**src/fsg_pkg.sv**
```systemverilog
// Shared types and codes for the falling-sand grid block.
// No dependencies; imported by every module of the block.
`timescale 1ns / 1ps
`default_nettype none

package fsg_pkg;

  typedef enum logic [1:0] {
    CELL_EMPTY = 2'd0,
    CELL_SAND  = 2'd1,
    CELL_WATER = 2'd2,
    CELL_ROCK  = 2'd3
  } cell_t;

  localparam logic [1:0] ACT_PLACE = 2'd0;
  localparam logic [1:0] ACT_STEP  = 2'd1;
  localparam logic [1:0] ACT_READ  = 2'd2;

  typedef struct packed {
    logic busy;
    logic done;
  } sweep_stat_t;

endpackage

`default_nettype wire

```
**src/fsg_sweep.sv**
```systemverilog
// Update sweep: walks the rows bottom-up with a three-column window over a row
// and the row below, fetching one column and retiring one column per step.
// Depends on fsg_pkg for the cell type and the status struct.
`timescale 1ns / 1ps
`default_nettype none

module fsg_sweep #(
  parameter int GRID_WIDTH  = 64,
  parameter int GRID_HEIGHT = 64,
  parameter int AW          = 12
) (
  input  wire logic                 clk,
  input  wire logic                 rst,
  input  wire logic                 start,
  output fsg_pkg::sweep_stat_t      stat,
  output logic                      rd_en,
  output logic [AW-1:0]             rd_addr,
  input  wire fsg_pkg::cell_t       rd_data,
  output logic                      wr_en,
  output logic [AW-1:0]             wr_addr,
  output fsg_pkg::cell_t            wr_data
);
  import fsg_pkg::*;

  localparam int CW = $clog2(GRID_WIDTH);
  localparam int RW = $clog2(GRID_HEIGHT);
  localparam int KW = $clog2(GRID_WIDTH + 3);

  localparam logic [KW-1:0] K_TWO   = KW'(2);
  localparam logic [KW-1:0] K_THREE = KW'(3);
  localparam logic [KW-1:0] K_W     = KW'(GRID_WIDTH);
  localparam logic [KW-1:0] K_WP1   = KW'(GRID_WIDTH + 1);
  localparam logic [KW-1:0] K_LAST  = KW'(GRID_WIDTH + 2);
  localparam logic [RW-1:0] ROW_FIRST = RW'(GRID_HEIGHT - 2);
  localparam logic [RW-1:0] ROW_ONE   = RW'(1);

  // k is the column being fetched; column k-2 is processed and k-3 retired
  logic          active;
  logic          done;
  logic          ph;
  logic [KW-1:0] k;
  logic [RW-1:0] r;

  cell_t ntop, l_top, l_bot, c_top, c_bot, pend_bot;
  cell_t nbot;
  cell_t lt_n, lb_n, ct_n, cb_n, nt_n, nb_n;
  logic  proc, left_ok, right_ok;
  logic [RW-1:0] r_below;
  logic [CW-1:0] col_rd, col_wr;

  assign nbot     = rd_data;
  assign proc     = (k >= K_TWO) && (k <= K_WP1);
  assign left_ok  = (k >= K_THREE);
  assign right_ok = (k <= K_W);
  assign r_below  = r + ROW_ONE;
  assign col_rd   = k[CW-1:0];
  assign col_wr   = CW'(k - K_THREE);

  always_comb begin
    lt_n = l_top;
    lb_n = l_bot;
    ct_n = c_top;
    cb_n = c_bot;
    nt_n = ntop;
    nb_n = nbot;
    if (proc) begin
      case (c_top)
        CELL_SAND: begin
          if (c_bot == CELL_EMPTY) begin
            ct_n = CELL_EMPTY;
            cb_n = CELL_SAND;
          end else if (left_ok && l_bot == CELL_EMPTY) begin
            ct_n = CELL_EMPTY;
            lb_n = CELL_SAND;
          end else if (right_ok && nbot == CELL_EMPTY) begin
            ct_n = CELL_EMPTY;
            nb_n = CELL_SAND;
          end
        end
        CELL_WATER: begin
          if (c_bot == CELL_EMPTY) begin
            ct_n = CELL_EMPTY;
            cb_n = CELL_WATER;
          end else if (left_ok && l_top == CELL_EMPTY) begin
            ct_n = CELL_EMPTY;
            lt_n = CELL_WATER;
          end else if (right_ok && ntop == CELL_EMPTY) begin
            // lands in the next column, which is processed next
            ct_n = CELL_EMPTY;
            nt_n = CELL_WATER;
          end
        end
        default: begin
        end
      endcase
    end
  end

  always_comb begin
    rd_en   = active && (k < K_W);
    rd_addr = {(ph ? r_below : r), col_rd};
    wr_en   = active && left_ok;
    wr_addr = {(ph ? r_below : r), col_wr};
    wr_data = ph ? pend_bot : lt_n;
  end

  always_ff @(posedge clk) begin
    if (rst) begin
      active <= 1'b0;
      done   <= 1'b0;
      ph     <= 1'b0;
      k      <= '0;
      r      <= '0;
    end else begin
      done <= 1'b0;
      if (start) begin
        active <= 1'b1;
        ph     <= 1'b0;
        k      <= '0;
        r      <= ROW_FIRST;
      end else if (active) begin
        ph <= ~ph;
        if (ph) begin
          if (k == K_LAST) begin
            k <= '0;
            if (r == '0) begin
              active <= 1'b0;
              done   <= 1'b1;
            end else begin
              r <= r - ROW_ONE;
            end
          end else begin
            k <= k + KW'(1);
          end
        end
      end
    end
  end

  // window: shift on the first phase, capture the fetched top cell on the second
  always_ff @(posedge clk) begin
    if (active) begin
      if (!ph) begin
        l_top    <= ct_n;
        l_bot    <= cb_n;
        c_top    <= nt_n;
        c_bot    <= nb_n;
        pend_bot <= lb_n;
      end else if (k < K_W) begin
        ntop <= rd_data;
      end
    end
  end

  assign stat.busy = active;
  assign stat.done = done;

  a_no_rw_overlap: assert property (@(posedge clk) disable iff (rst)
    (wr_en && rd_en) |-> (wr_addr != rd_addr))
    else $error("sweep reads the entry it writes");

  a_done_after_active: assert property (@(posedge clk) disable iff (rst)
    done |-> $past(active))
    else $error("sweep done without a running sweep");

  a_ph_idle: assert property (@(posedge clk) disable iff (rst)
    (!active && !start) |=> (!active || $past(start)))
    else $error("sweep started without a start pulse");

endmodule

`default_nettype wire

```
**config.mk**
```make
export PLATFORM = sky130hd
export DESIGN_NAME = fsg_sweep
export DESIGN_NICKNAME = d
export VERILOG_FILES = /design/src/fsg_pkg.sv /design/src/fsg_sweep.sv
export SDC_FILE = /design/constraint.sdc
export NUM_CORES = 1
export LEC_CHECK = 0
export BUFFER_PORTS_ARGS = -buffer_cell sky130_fd_sc_hd__buf_4
export CAP_MARGIN = 20
export CORE_MARGIN = 10
export CORE_UTILIZATION = 35
export CTS_CLUSTER_SIZE = 24
export DETAILED_ROUTE_END_ITERATION = 7
export SLEW_MARGIN = 20
export SYNTH_ARGS = -nofsm -noshare
export SYNTH_HDL_FRONTEND = slang
export SYNTH_SLANG_ARGS = --single-unit
export TNS_END_PERCENT = 30
```
**constraint.sdc**
```tcl
create_clock -name clk -period 4.7 [get_ports clk]
set_clock_uncertainty 0.1 [all_clocks]
set_input_delay 0.705 -clock clk [delete_from_list [all_inputs] [get_ports clk]]
set_output_delay 0.705 -clock clk [all_outputs]
set_load 0.05 [all_outputs]
```
==> results of run 1 <==
==> through the flow <==
step	hold WS, ns	worst slack, ns
detailed placement	0.3824	1.899
global route	0.4270	1.309
finish	0.4023	1.555
floorplan	0.4000	1.784
CTS	0.4081	1.587
global placement	0.3746	1.938
==> worst reg2reg max path, delay by kind of cell (launching register included) <==
family             cells  cell delay (ns)
and+or+nand+nor        2             1.26
AOI/OAI and AO/OA      2             0.50
DFF                    1             0.41
==> synth_stat cells (all sizes together) (3+ instances only) <==
library cell,n,area share [%]
nor4,7,2.4
buf,17,7.3
a31oi,3,1.0
edfxtp,12,20
a21oi,5,1.4
clkbuf,10,2.1
xnor2,9,4.3
o31ai,4,1.7
nand3,4,1.1
nor2,18,3.7
nor3,11,3.0
xor2,7,3.4
or2,4,1.4
nand2,16,3.3
or3,4,1.7
o311ai,3,1.4
ha,8,5.5
o21ai,5,1.4
dfxtp,16,18
nand4,3,1.0
inv,13,2.7
nor2b,4,1.4
==> kinds of logic (layout without fill, tap and decap cells) <==
family                     Yosys count  in the layout
AOI/OAI and AO/OA                   30             30
xor gates and xnor gates            16             16
adders and majority gates            8              8
buffers and inverters               40             51
DFF                                 28             28
muxes                                1              1
and+or+nand+nor                     82             82
==> area by class of cell <==
type	instances	share of cell area [%]
clock buffers	4	2.213
inverters	13	2.397
multi-input cells	137	45.11
flip-flops and latches	28	33.44
well taps	70	4.302
repair buffers	34	12.54
==> path summary, 6_finish.rpt <==
kind / slack [ns] / cells after the start / startpoint / end
worst max-delay path: 1.55 / 7 / k[1]$_SDFFE_PP0P_ / wr_data[1]
worst min-delay path: 0.40 / 0 / l_bot[1]$_DFFE_PP_ / pend_bot[1]$_DFFE_PP_
worst max register to register: 2.27 / 4 / k[4]$_SDFFE_PP0P_ / c_bot[0]$_DFFE_PP_
worst min register to register: 0.40 / 0 / l_bot[1]$_DFFE_PP_ / pend_bot[1]$_DFFE_PP_
==> layer usage <==
| metal | wire length [um] | up-vias | global-route usage (%) |
|---|---|---|---|
| met5 | 0 | - | 0 |
| met4 | 43 | 0 | 3.085 |
| met3 | 217 | 5 | 2.608 |
| met2 | 1867 | 30 | 15.59 |
| met1 | 1908 | 661 | 12.40 |
| li1 | - | 734 | - |
==> flip-flops by register name (all words and copies together), names as in the netlist <==
register and flops:
k 7, l_top 2, active 1, c_bot 2, r 6, c_top 2
ph 1, done 1, ntop 2, pend_bot 2, l_bot 2
==> power groups by stage <==
| stage | logic (mW) | clock network (mW) | registers (mW) |
|---|---|---|---|
| finish | 0.0977 | 0.136 | 0.278 |
| global route | 0.106 | 0.152 | 0.280 |
| CTS | 0.0990 | 0.140 | 0.278 |
| detailed placement | 0.0988 | 0 | 0.283 |
| global placement | 0.0981 | 0 | 0.283 |
| floorplan | 0.0831 | 0 | 0.275 |
==> results.cfg, run 1 <==
[final_layout]
syn_to_final_growth_pct = 11.98
layout.area.seq_sq_um = 680.7
final_cell_mix = buf_4, nor2_1, nand2_1, dfxtp_1, inv_1
stdcell_count = 286
fill_cells = 525
final_nets = 230
antennaDiodeCount = 0
layout-drive-gt1-share_pct = 21.30
multi_input_comb_area_sq_um = 918.4
final_util_pct = 40.11
layout_commonest_cell = buf_4
design_area_sq_mm = 0.002036

[synthesis]
synth_fa_ha_area_share_pct = 5.506
synth-warning-count = 0
yosys-mux-area-fraction_pct = 0.6194
synth-compound-area-share_pct = 12.66
synthDistinctLibCells = 42
ys_ff_latch = 28
synthCells = 205
synth_area_sq_mm = 0.001818
synthSimpleGateAreaFrac_pct = 24.02
synth_top_family_by_area = simple AND/OR/NAND/NOR gates
synthArstFlopShare_pct = 0
synth_ff_type = dfxtp_1
avgSynthCellArea_sq_um = 8.868
synthXorXnorAreaFrac_pct = 7.708
synth_edf_count = 12
synth-seq-area-share_pct = 37.44
syn-num-nets = 218

[global_routing]
antenna_found_initial = 0
grt_pass1_wl_um = 6920
grt_start_max_net_pins = 17
grt_overflow = 0
grt_util_all_layers_pct = 9.737
grt_pass1_vias = 1386

[clocking]
postCtsSetupBuffers = 0
cts_buffers = 3
cts_tree = built
clk_latency_ns = 0.27
ctsRootBufferMaster = clkbuf_8
cts_htree_levels = 1
numClockSinks = 28
cts_resized = 0
cts_hold_buf = 0
clk_pin_slew_ns = 0.09
clock_path_buffers = 2

[critical_path]
cp_max_fo = 11
start_kind = flip-flop
crit_chain = inv_1 -> ha_1 -> o21bai_1 -> a21boi_0 -> nor4bb_1 -> o31a_1 -> buf_4
required_ns = 3.89
crit_type = flip-flop to output port
crit_slowest_cell = dfxtp_1
crit_buf_inv = 2
cp_top_family = compound AO/OA/AOI/OAI gates
critPathMaxStageDelay_ns = 0.55
cp.arrival_ns = 2.34
end_kind = output port

[timing]
min_period_over_period_pct = 66.92
worst_pin_slew_ns = 0.8338
slew_violations = 0
grt_setup_unrepaired = false
setup_viol = 0
tns_ns = 0
hold_viol = 0
fmax_mhz = 318.0
post-route-min-period_ns = 3.145
max_slew_margin_pct = 44.30

[placed_design]
placed_area_sq_mm = 0.001991
io_buffers = 34
place.gp.congestion = 0.8272
placed_cells = 282
hpwl_um = 3124

[power]
swShare_pct = 30.19
p_int_uw = 356.6
combinationalPowerShare_pct = 19.1
p_leak_nw = 0.7592
total_power_uw = 510.8
switchingPower_uw = 154.2
p_per_area_mw_per_mm2 = 250.9
peakVddDrop_v = 0.0001118
power.share.sequential_pct = 54.3
pwr-share-clk_pct = 26.5

[route]
num_vias = 1430
vias_per_cell = 5.000
drt_pass1_iterations = 4
post_drt_wl_per_cell_um = 14.12
drc = 0
drt_wl_total_um = 4037
ant_nets = 0
drt_iter0_drc = 47

[die]
num_rows = 26
die_x_um = 92.07
initial_core_util_pct = 35.82
ios = 35
die_h_um = 92.07
coreArea_sq_mm = 0.005075
dieArea_sq_mm = 0.008477

[outcome]
status = finished, final reports clean

[run]
maxCapViolCount = 0

[min_path]
hp-class = flip-flop to flip-flop
Note: power is estimated with default switching activity, not from simulation.
==> inputs of run 2 (changes only) <==
--- a/config.mk
+++ b/config.mk
@@ -5,6 +5,7 @@
 export SDC_FILE = /design/constraint.sdc
 export NUM_CORES = 1
 export LEC_CHECK = 0
+export ABC_AREA = 1
 export BUFFER_PORTS_ARGS = -buffer_cell sky130_fd_sc_hd__buf_4
 export CAP_MARGIN = 20
 export CORE_MARGIN = 10
==> constraint.sdc (replaced) <==
create_clock -name clk -period 3.2 [get_ports clk]
set_clock_uncertainty 0.1 [all_clocks]
set_input_delay 0.48 -clock clk [delete_from_list [all_inputs] [get_ports clk]]
set_output_delay 0.48 -clock clk [all_outputs]
set_load 0.05 [all_outputs]
==> run 2 against run 1 <==
  * Setup slack worse by 0.84 ns
  * Global-route usage increased by 0.25 points
  * Non-clock buffer count did not move
  * Synthesized cell count rose by 26%
  * Critical path depth rose by 2
  * Sequential share of layout area decreased by 2.7 points
  * First-iteration DRC count increased by 15%
  * Highest routed layer unchanged
  * Die area is 5.2% higher
  * Routed wire length increased by 4.0%
==> results.cfg, run 2 <==
[synthesis]
ys_ff_latch = 28
synth-seq-area-share_pct = 35.10
synth_ff_type = dfxtp_1
avgSynthCellArea_sq_um = 7.517
synthCells = 258
synth_area_sq_mm = 0.001939
synthArstFlopShare_pct = 0
synth-warning-count = 0
synth_top_area_share_pct = 18.58
yosysMostFrequentCell = nand2_1
yosys.area.top_type = edfxtp_1
synth_area_leaders = edfxtp_1, dfxtp_1, nand2_1, nor2_1, inv_1
synthDistinctLibCells = 35
syn-num-nets = 271
synth_edf_count = 12
synth_common_cells = nand2_1, nor2_1, inv_1

[timing]
fmax_mhz = 402.0
min_period_over_period_pct = 77.74
post-route-min-period_ns = 2.488
setup_ws_ns = 0.7122
worst_pin_slew_ns = 0.8552
max_slew_margin_pct = 42.77
setup_viol = 0
slew_violations = 0
hold_viol = 0
tns_ns = 0
grt_setup_unrepaired = false

[final_layout]
final_nets = 291
layout-drive-gt1-share_pct = 24.55
syn_to_final_growth_pct = 14.32
fill_cells = 561
largest-register = k
reg.largest.list = k: 7 flops, r: 6 flops
layout_commonest_cell = nand2_1
largest_register_ffs = 7
antennaDiodeCount = 0
final_cell_mix = nand2_1, nor2_1, buf_4

[critical_path]
crit_slowest_cell = dfxtp_1
worstReg2RegEnd = l_top[0]$_DFFE_PP_
cp.arrival_ns = 1.91
end_kind = output port
r2r_slack_ns = 1.45
cp_top_family = flip-flops
worstRegToRegCells = 10
crit_type = flip-flop to output port
crit_path_frequent_cell = nor2_1
startpoint = k[0]$_SDFFE_PP0P_
crit_chain = ha_1 -> inv_1 -> nor2_1 -> nand2_1 -> nand2_2 -> nand3_1 -> o21a_1 -> nor2_1 -> buf_4
crit_buf_inv = 2
r2r_start = k[0]$_SDFFE_PP0P_
cp_max_fo = 8
endpoint = wr_data[1]
critPathMaxStageDelay_ns = 0.47
cp.depth = 9
start_kind = flip-flop
required_ns = 2.62

[clocking]
cts_htree_levels = 1
ctsRootBufferMaster = clkbuf_8
cts_buffers = 3
cts_resized = 0
clock_path_buffers = 2
clk_latency_ns = 0.28
cts_hold_buf = 0
cts_tree = built
postCtsSetupBuffers = 0
clk_pin_slew_ns = 0.10
numClockSinks = 28

[power]
peakVddDrop_v = 0.0002149
p_leak_nw = 1.058
p_per_area_mw_per_mm2 = 373.6

[placed_design]
pre_cts_slack_ns = 1.029
place.gp.congestion = 0.8388
io_buffers = 34
hpwl_um = 3419

[route]
drt_iter0_drc = 54
drt_wl_total_um = 4198
num_vias = 1558
ant_nets = 0
drt_pass1_iterations = 4
post_drt_wl_per_cell_um = 12.03
vias_per_cell = 4.464
drc = 0

[die]
die_x_um = 94.44
die_h_um = 94.44
initial_core_util_pct = 35.66
dieArea_sq_mm = 0.008919
num_rows = 27
ios = 35
coreArea_sq_mm = 0.005439

[min_path]
hp-class = input pin to flip-flop

[global_routing]
grt_pass1_wl_um = 7272
grt_start_max_net_pins = 17
grt_overflow = 0
grt_util_all_layers_pct = 9.989
antenna_found_initial = 0
grt_pass1_vias = 1624

[run]
maxCapViolCount = 0

[outcome]
status = finished, final reports clean
[run 2: cell types whose count changed after synthesis, moves of 8 or more]
cell     previous run  this run
nand3_1             4        15
nor2_1             18        39
nor3_1             11         2
inv_1              13        33
xnor2_1             9         1
nand2_1            16        50
[run 2: routing by layer]
layer | up-vias | global-route usage (%) | routed length (um)
li1 | 831 | - | -
met1 | 693 | 11.12 | 1806
met2 | 32 | 17.62 | 2020
met3 | 2 | 3.965 | 342
met4 | 0 | 1.899 | 29
met5 | - | 0 | 0
[run 2: how the worst min path moves through the flow]
stage                            start                    end  slack (ns)  cells past startpoint
CTS                         rd_data[1]     c_bot[1]$_DFFE_PP_        0.28                      1
detailed placement   ntop[0]$_DFFE_PP_     c_top[0]$_DFFE_PP_        0.33                      0
global placement     ntop[0]$_DFFE_PP_     c_top[0]$_DFFE_PP_        0.33                      0
finish                      rd_data[1]     c_bot[1]$_DFFE_PP_        0.29                      1
global route                rd_data[0]      ntop[0]$_DFFE_PP_        0.28                      1
floorplan           l_bot[1]$_DFFE_PP_  pend_bot[1]$_DFFE_PP_        0.40                      1
[run 2: cell type report]
type	instances	area, sq um	area share [%]
flip-flops and latches	28	680.7	30.70
well taps	72	90.09	4.063
clock buffers	3	41.29	1.862
inverters	40	151.4	6.828
multi-input cells	171	968.4	43.68
clock inverters	1	30.03	1.354
repair buffers	34	255.2	11.51
[run 2: power breakdown]
group          leakage [nW]  switching (mW)  total [mW]  internal, mW
Sequential            0.244          0.0120       0.399         0.387
Combinational         0.779           0.102       0.143        0.0407
Clock                0.0357           0.119       0.286         0.168
[run 2: stage by stage]
stage | cells | utilization [%] | power, mW | hold WS [ns] | area [sq um]
3_5_place_dp | 345 | 39.45 | 0.5524 | 0.3346 | 2146
3_3_place_gp | 345 | 39.45 | 0.5514 | 0.3291 | 2146
4_1_cts | 349 | 40.76 | 0.8395 | 0.2827 | 2217
5_1_grt | 349 | 40.76 | 0.8662 | 0.2813 | 2217
2_1_floorplan | 258 | - | 0.5183 | 0.4005 | 1939
6_report | 349 | 40.76 | 0.8284 | 0.2877 | 2217
[run 2: cell families (layout without fill, tap and decap cells)]
logic type | Yosys count | after routing | synth area share, %
simple gates | 132 | 132 | 34.06
buf+inv | 59 | 78 | 14.97
fa+ha+maj | 8 | 8 | 5.161
compound gates | 21 | 21 | 6.194
xor+xnor | 10 | 10 | 4.516
flops | 28 | 28 | 35.10
[run 2: worst reg2reg max path, stage by stage, from the launching register on]
cell	delay, ns
dfxtp_1	0.47
ha_1	0.22
inv_1	0.09
nor2_1	0.12
nand2_1	0.09
nand2_2	0.10
nand2_1	0.08
nand3_2	0.07
nand3_2	0.08
nand2_1	0.06
inv_1	0.03
